==> src/sv/modular_exponentiation_defines.svh <==
// ----------------------------------------------------------------------------
// modular exponentiation assertion macros
// shared concurrent check helpers for the exponentiation block
// ----------------------------------------------------------------------------
`ifndef MODULAR_EXPONENTIATION_DEFINES_SVH
`define MODULAR_EXPONENTIATION_DEFINES_SVH

// condition holds on every clock outside reset
`define MEXP_ASSERT_ALWAYS(lbl, clk, rst_n, cond, msg) \
    lbl: assert property (@(posedge clk) disable iff (!rst_n) (cond)) else $error(msg);

// antecedent implies consequent in the next cycle
`define MEXP_ASSERT_NEXT(lbl, clk, rst_n, pre, post, msg) \
    lbl: assert property (@(posedge clk) disable iff (!rst_n) (pre) |=> (post)) \
        else $error(msg);

`endif

==> src/sv/mexp_pkg.sv <==
// ----------------------------------------------------------------------------
// mexp_pkg
// widths, tags and the word type that moves along the multiplier chain
// ----------------------------------------------------------------------------
package mexp_pkg;

    localparam int MOD_BITS = 32;
    localparam int DATA_W   = 32;

    // configuration register indexes
    localparam logic CFG_EXPONENT = 1'b0;
    localparam logic CFG_MODULUS  = 1'b1;

    typedef enum logic {
        TAG_SQ  = 1'b0,
        TAG_ACC = 1'b1
    } t_tag;

    // one partial product in flight
    typedef struct packed {
        logic                valid;
        t_tag                tag;
        logic [MOD_BITS-1:0] r;
        logic [MOD_BITS-1:0] a;
        logic [MOD_BITS-1:0] b;
    } t_op;

endpackage

==> src/sv/mexp_cell.sv <==
// ----------------------------------------------------------------------------
// mexp_cell
// one horner step of an interleaved modular multiply: r = 2r + a_msb*b mod m
// ----------------------------------------------------------------------------
module mexp_cell (
    input  logic                         i_clk,
    input  logic                         i_rst_n,
    input  logic [mexp_pkg::MOD_BITS:0]  i_mz,
    input  mexp_pkg::t_op                i_op,
    output mexp_pkg::t_op                o_op
);

    localparam int W = mexp_pkg::MOD_BITS;

    logic [W+1:0] s0;
    logic [W+1:0] s1;
    logic [W+1:0] s2;
    logic [W+1:0] mext;
    mexp_pkg::t_op r_op;
    mexp_pkg::t_op n_op;

    always_comb begin
        mext = {1'b0, i_mz};
        s0   = {1'b0, i_op.r, 1'b0} + (i_op.a[W-1] ? {2'b00, i_op.b} : '0);
        s1   = (s0 >= mext) ? s0 - mext : s0;
        s2   = (s1 >= mext) ? s1 - mext : s1;
        n_op       = i_op;
        n_op.r     = s2[W-1:0];
        n_op.a     = {i_op.a[W-2:0], 1'b0};
    end

    always_ff @(posedge i_clk) begin
        r_op <= n_op;
        if (!i_rst_n) begin
            r_op.valid <= 1'b0;
        end
    end

    assign o_op = r_op;

endmodule
==> config.mk <==
export PLATFORM = sky130hd
export DESIGN_NAME = mexp_cell
export DESIGN_NICKNAME = d
export VERILOG_FILES = /design/src/sv/modular_exponentiation_defines.svh /design/src/sv/mexp_pkg.sv /design/src/sv/mexp_cell.sv
export SDC_FILE = /design/constraint.sdc
export NUM_CORES = 1
export LEC_CHECK = 0
export BUFFER_PORTS_ARGS = -buffer_cell sky130_fd_sc_hd__buf_2
export CORE_UTILIZATION = 40
export CTS_BUF_LIST = sky130_fd_sc_hd__clkbuf_2 sky130_fd_sc_hd__clkbuf_4 sky130_fd_sc_hd__clkbuf_8
export CTS_CLUSTER_SIZE = 12
export DETAILED_ROUTE_END_ITERATION = 6
export PLACE_DENSITY = 0.73
export SLEW_MARGIN = 20
export SYNTH_ARGS = -nofsm -noshare
export SYNTH_HDL_FRONTEND = slang
export SYNTH_SLANG_ARGS = --single-unit
==> constraint.sdc <==
create_clock -name i_clk -period 8 [get_ports i_clk]
set_clock_uncertainty 0.15 [all_clocks]
set_input_delay 1.6 -clock i_clk [delete_from_list [all_inputs] [get_ports i_clk]]
set_output_delay 1.6 -clock i_clk [all_outputs]
set_load 0.02 [all_outputs]
[Word level (Yosys, flattened, before mapping)]
Cells that the tools add are included.
Operators by class
  $add $sub $neg: 3
  $lt $le $gt $ge: 2
  multiplexer cells: 3
Operators by type and width (count)
  $ge 34x33->1: 2
  $mux 32: 2
  $add 33x32->34: 1
  $mux 34: 1
  $sub 34x33->34: 1
  $sub 32x32->32: 1
Storage, ports and cells
  register bits after elaboration: 97
  bits of input ports: 133
  output and inout port bits: 98
  logic and storage cells: 13

[Logic depth before layout (Yosys ltp)]
Gate-level depths: netlist of run 1.
  depth after elaboration: 6
  gate-level depth with buffers: 39
  gate-level depth less buffers: 34

[Least setup slack after synthesis of run 1]
OpenSTA, ideal clock, no wires.
  path type: input port to flip-flop
  start: in i_op[63] in the netlist's numbering
  end: reg r_op, in the netlist o_op[67]
  data arrival time: 8.079 ns
  path slack: -0.350 ns
  cell stages on the path: 35
  cell sequence: clkbuf_1 > and2_1 > ha_1 > inv_1 > fa_1 > nand2b_1 > a21oi_1 > nor4_1 > o21ai_1 > o21ai_0 > a211o_1 > and2_1 > o311ai_0 > ha_1 > a21oi_1 > o21ai_1 > a21o_1 > a21o_1 > a21oi_1 > nand3_2 > buf_6 > buf_2 > a21oi_1 > ha_1 > a211oi_1 > o21bai_1 > a21o_1 > a21oi_1 > a21oi_1 > o21ai_1 > nor2b_1 > o31ai_1 > o211a_2 > buf_6 > mux2_4
On the way
  word-level cells in the longest chain between the ends: 6
  elaborated cells between the ends (all ways): 8
  those cells by class: 3 x add/sub; 2 x order compare; 3 x mux
Ends and longest elaborated chain
  start: declaration: line mexp_cell.sv:9  | input mexp_pkg::t_op i_op,
  $mux 32 (*): line mexp_cell.sv:24  | s0 = {1'b0, i_op.r, 1'b0} + (i_op.a[W-1] ? {2'b00, i_op.b} : '0);
  $add 33x32->34 (*): line mexp_cell.sv:24
  $sub 34x33->34 or $ge 34x33->1 (tied branches): line mexp_cell.sv:25  | s1 = (s0 >= mext) ? s0 - mext : s0;
  $mux 34 (*): line mexp_cell.sv:25
  $sub 32x32->32 or $ge 34x33->1 (tied branches): line mexp_cell.sv:26  | s2 = (s1 >= mext) ? s1 - mext : s1;
  $mux 32 (*): line mexp_cell.sv:26
  via s2[3]: line mexp_cell.sv:17  | logic [W+1:0] s2;
  end signal: assignment: line mexp_cell.sv:33  | r_op <= n_op;
  end: declaration: line mexp_cell.sv:19  | mexp_pkg::t_op r_op;
The timed path passes the listed nets; every way through them passes the cells marked *.
A chain may end at the register's enable or synchronous reset.

[Worst setup path after layout of run 1]
  start: in i_op[63] in the netlist's numbering
  end: reg r_op, in the netlist o_op[66]
Same word-level chain as after synthesis.

==> results of run 1 <==
## cell usage after synthesis, types with 9 or more instances
library cell | number | area (sq um)
clkbuf_1 | 17 | 63.8
dfxtp_1 | 97 | 1940
nor2b_1 | 14 | 87.6
o21ai_1 | 9 | 45.0
a211oi_1 | 10 | 75.1
o21a_1 | 11 | 82.6
ha_1 | 97 | 1210
mux2_2 | 17 | 191
nor2_1 | 76 | 285
nand2_1 | 56 | 210
and2_1 | 36 | 225
a21oi_2 | 11 | 96.3
inv_1 | 51 | 191
nand4_1 | 15 | 93.8
nand3_1 | 23 | 115
a21o_1 | 43 | 323
o21ai_0 | 48 | 240
xor2_1 | 29 | 254
nand2b_1 | 16 | 100
mux2_4 | 30 | 450
xnor2_1 | 51 | 447
a21oi_1 | 91 | 455
## path summary, 6_finish.rpt
kind / start / cells after the start / to
max: i_op[63] / 37 / o_op[66]$_DFF_P_
min: i_op[4] / 1 / o_op[4]$_DFF_P_
## cell type report
cell class / count / area (sq um) / area share
Clock buffer: 9 / 124 / 0.00900
Clock inverter: 7 / 81.3 / 0.00591
Inverter: 51 / 191 / 0.0139
Multi-Input combinational cell: 801 / 7100 / 0.516
Sequential cell: 97 / 1940 / 0.141
Tap cell: 270 / 338 / 0.0246
Timing Repair Buffer: 569 / 3980 / 0.289
## kinds of logic after synthesis
family,after synthesis
AO/OA/AOI/OAI,298
XOR/XNOR,80
adder cells (fa/ha/maj),100
buffers and inverters,85
flip-flops,97
multiplexers,51
other,1
AND/OR/NAND/NOR,271
## metrics by stage
stage               area, sq um  utilization  TNS (ns)
floorplan                  8510            -         0
global placement          11900        0.583    -21.31
detailed placement        11900        0.583    -23.50
CTS                       12500        0.613  -0.00331
global route              13800        0.676    -11.80
finish                    13800        0.676     -4.70
## timing repair
item,CTS,global route
endpoints found under the setup margin,32,32
cloned,2,5
resized for setup,40,143
setup buffers,21,35
hold endpoints to repair,0,0
hold buffers,0,0
pin swaps,28,40
## where the power goes
| part | switching [mW] | internal (mW) | leakage, nW |
|---|---|---|---|
| Combinational | 1.49 | 1.68 | 5.80 |
| Clock | 0.224 | 0.126 | 0.104 |
| Sequential | 0.0248 | 0.596 | 0.818 |
## per-layer routing
layer	vias to the layer above	wire length (um)	track usage
met3	85	2270	0.0391
li1	4642	-	-
met2	479	14700	0.412
met5	-	12	0
met1	4506	12800	0.314
met4	2	1160	0.105
==> results.cfg, run 1 <==
[logic_synthesis]
syn_area_per_cell_sq_um = 8.50
synth_nets = 1216
yosys.area_share.adder = 0.152
synth_warnings = 0
syn_area_sq_um = 8360
synthMuxAreaShare = 0.0819
synth-seq-area-share = 0.232
synth_seq_cells = 97
synth_edf_count = 0
synthCells = 983
synthArstFlopShare = 0
synth-xor-area-share = 0.0838
synth_top_family_by_area = compound AO/OA/AOI/OAI gates
synth_cell_types = 79
synth-simple-area-share = 0.161
synth-compound-area-share = 0.241
synth_ff_type = dfxtp_1

[sta]
final_hold_viol_count = 0
finalSetupViolCount = 32
hold_slack_ns = 1.12
slew_viol_final = 0
slew_headroom = 0.606
fmax_ghz = 0.122
rsz0062_at_grt = true
period_minus_slack_ns = 8.20
fin_crit_sh = 1.02
finalWorstSetupSlack_ns = -0.198
tightest_slew_ns = 0.584

[finish]
final_cell_mix = buf_4 (316), buf_2 (226), dfxtp_1 (97), nor2_1 (68), a21oi_1 (62)
final_common_cell = buf_4
fillers = 1502
nNetsFinal = 1762
diodes = 0
final_layout_size_suffix_gt1_frac = 0.519
largest_register_ffs = 97
stdcell_count = 1804
area_growth_pct = 64.6

[global_route]
grt_pass1_vias = 8964
grt_pass1_wl_um = 42700
overflow = 0
antenna_found_initial = 1
grtUsageTotal = 0.247
grt_max_degree = 21

[drt]
vias_per_cell = 5.38
vias = 9714
firstDrtPassIters = 5
drt_iter0_markers = 505
drcViolationCount = 0
ant_nets = 0
wl_um = 30900
wl_per_cell_um = 17.1

[critical_path]
cp.required_ns = 8.17
crit_path_end_kind = flip-flop
crit_arrival_ns = 8.37
critPathTopFamily = compound AO/OA/AOI/OAI gates
cpPeakStageDelay_ns = 0.37
startpoint_type = primary input
cp.buffers_inverters = 7
path_class = in -> reg
cpMaxStageDelayCell = ha_1
critPathMaxFanout = 8

[pwr]
ir_drop_uv = 120
power_density_nw_per_um2 = 301
finalPower_mw = 4.14
p_leak_nw = 6.72

[placement]
place_ws_ns = -0.854
port-buffer-count = 229
gp_congestion = 0.990
dp_hpwl_um = 21700
dp.cells = 1727

[job]
max-cap-violations = 0

[clock_tree]
cts.sinks = 97
h-tree-depth = 3
cts_root_buf = clkbuf_8
clk_pin_slew_ns = 0.12
cts_buffers = 9
cts_max_path_buffers = 2
cts_tree = yes

[die]
rows = 52
fp.dieArea_sq_um = 21500
die_y_um = 147
start_util = 0.410
die_x_um = 147
coreArea_sq_um = 20400
ioPinCount = 231

[run_status]
violations = setup timing
outcome = finished with violations

[hold_path]
hold_path.class = in -> reg
Note: power is estimated with default switching activity, not from simulation.
==> run 2, diff against run 1 <==
--- a/config.mk
+++ b/config.mk
@@ -6,11 +6,12 @@
 export NUM_CORES = 1
 export LEC_CHECK = 0
 export BUFFER_PORTS_ARGS = -buffer_cell sky130_fd_sc_hd__buf_2
-export CORE_UTILIZATION = 40
+export CORE_UTILIZATION = 50
 export CTS_BUF_LIST = sky130_fd_sc_hd__clkbuf_2 sky130_fd_sc_hd__clkbuf_4 sky130_fd_sc_hd__clkbuf_8
 export CTS_CLUSTER_SIZE = 12
 export DETAILED_ROUTE_END_ITERATION = 6
-export PLACE_DENSITY = 0.73
+export PLACE_DENSITY = 0.87
+export SETUP_SLACK_MARGIN = 0.3
 export SLEW_MARGIN = 20
 export SYNTH_ARGS = -nofsm -noshare
 export SYNTH_HDL_FRONTEND = slang
==> run 2 against run 1 <==
Compared with the run above:
- the flow finishes with violations (DRC, setup timing)
- global-route usage grew 13 points
- utilization grew 18 points
- critical path depth shrank 4
- largest cell class unchanged
- sequential power is essentially flat
- final area grew 0.38%
- highest routed layer is now met4
- wire length grew 19%
- critical path type unchanged
- cell count shrank 2.7%
==> results.cfg, run 2 (synthesized netlist as in run 1, its figures left out) <==
[drt]
vias_per_cell = 6.10
drt_iter0_markers = 1413
firstDrtPassIters = 7
wl_per_cell_um = 21.0
wl_um = 36800
ant_nets = 0
vias = 10698
drcViolationCount = 4

[global_route]
grt_pass1_vias = 10402
grtUsageTotal = 0.376
overflow = 0
antenna_found_initial = 0
grt_pass1_wl_um = 52000
grt_max_degree = 19

[clock_tree]
cts_tree = yes
cts_root_buf = clkbuf_8
h-tree-depth = 3
clk_pin_slew_ns = 0.12
cts_buffers = 9
cts.sinks = 97
ctsHoldBuffers = 0
cts_max_path_buffers = 2

[placement]
dp_hpwl_um = 21700
port-buffer-count = 229
gp_congestion = 0.971
place_ws_ns = -0.843
dp.cells = 1656

[finish]
diodes = 0
fillers = 802
multi_input_area_sq_um = 7150
area_growth_pct = 65.2
final_cell_mix = buf_4 (316), buf_2 (227), dfxtp_1 (97), a21oi_1 (66), nor2_1 (64)
stdcell_count = 1755
nNetsFinal = 1767
regArea_sq_um = 1940
largest_register_ffs = 97
final_layout_size_suffix_gt1_frac = 0.524
final_common_cell = buf_4

[die]
rows = 46
die_x_um = 131
coreArea_sq_um = 16100
die_y_um = 131
ioPinCount = 231
start_util = 0.519
fp.dieArea_sq_um = 17200

[sta]
tightest_slew_ns = 0.532
slew_headroom = 0.642
slew_viol_final = 0
rsz0062_at_grt = true
finalSetupViolCount = 32
fmax_ghz = 0.116
period_minus_slack_ns = 8.63
finalWorstSetupSlack_ns = -0.631
final_hold_viol_count = 0
fin_crit_sh = 1.08

[pwr]
power_density_nw_per_um2 = 319
ir_drop_uv = 184
p_leak_nw = 6.76
finalPower_mw = 4.40

[critical_path]
crit_arrival_ns = 8.78
cp_common_cell = buf_4
cpPeakStageDelay_ns = 0.48
crit_path_end_kind = flip-flop
critPathMaxFanout = 8
cp.required_ns = 8.15
cpMaxStageDelayCell = ha_1
startpoint_type = primary input
path_class = in -> reg

[run_status]
violations = DRC, setup timing
outcome = finished with violations

[job]
max-cap-violations = 0

[hold_path]
hold_path.class = in -> reg
## run 2: cell types whose count changed in the layout (fill, tap and decap cells not counted), moves of 4 or more
cell       previous run  this run
a21oi_1              62        66
a21oi_2              33        26
and2_1               29        25
and2_4                7        11
buf_16                2         6
clkbuf_16             5         1
nor2_1               68        64
nor2_2                7        11
## run 2: routing by layer
| metal | global-route usage | vias to the layer above | share of wire |
|---|---|---|---|
| li1 | - | 4663 | - |
| met1 | 0.423 | 4879 | 0.36 |
| met2 | 0.657 | 861 | 0.47 |
| met3 | 0.0683 | 295 | 0.098 |
| met4 | 0.231 | 0 | 0.074 |
| met5 | 0 | - | 0 |
## run 2: power breakdown
part	internal, mW	switching (mW)
Combinational	1.77	1.67
Sequential	0.596	0.0274
Clock	0.129	0.206
## run 2: metrics by stage
step / setup TNS, ns / util / hold slack [ns] / instance area (sq um)
6_report: -19.30 / 0.857 / 1.13 / 13800
3_5_place_dp: -24.60 / 0.737 / 1.55 / 11900
5_1_grt: -25.64 / 0.857 / 1.13 / 13800
3_3_place_gp: -15.17 / 0.737 / 1.55 / 11900
4_1_cts: 0 / 0.834 / 1.13 / 13400
2_1_floorplan: 0 / - / 1.48 / 8720
## run 2: cell type report
cell class                      count  area share
Timing Repair Buffer              574       0.294
Sequential cell                    97       0.141
Clock inverter                      6     0.00408
Clock buffer                       10     0.00996
Tap cell                          216      0.0196
Multi-Input combinational cell    801       0.518
Inverter                           51      0.0139
## run 2: path summary, 6_finish.rpt
| check | start | end | slack [ns] | depth (start not counted) |
|---|---|---|---|---|
| worst min-delay path | i_op[1] | o_op[1]$_DFF_P_ | 1.13 | 1 |
| worst max-delay path | i_op[63] | o_op[69]$_DFF_P_ | -0.63 | 33 |
## run 2: what timing repair did
action | CTS | global route
pin swaps | 52 | 47
gates cloned | 7 | 1
gates resized for setup | 128 | 45
setup buffers | 62 | 13
setup endpoints to repair | 32 | 32
## run 2: worst max-delay path: cells and delay by family
family | cells | cell delay, ns
AO/OA/AOI/OAI | 12 | 2.68
XOR/XNOR | 1 | 0.29
adder cells (fa/ha/maj) | 3 | 1.13
buffers and inverters | 10 | 1.59
multiplexers | 2 | 0.61
AND/OR/NAND/NOR | 5 | 0.85
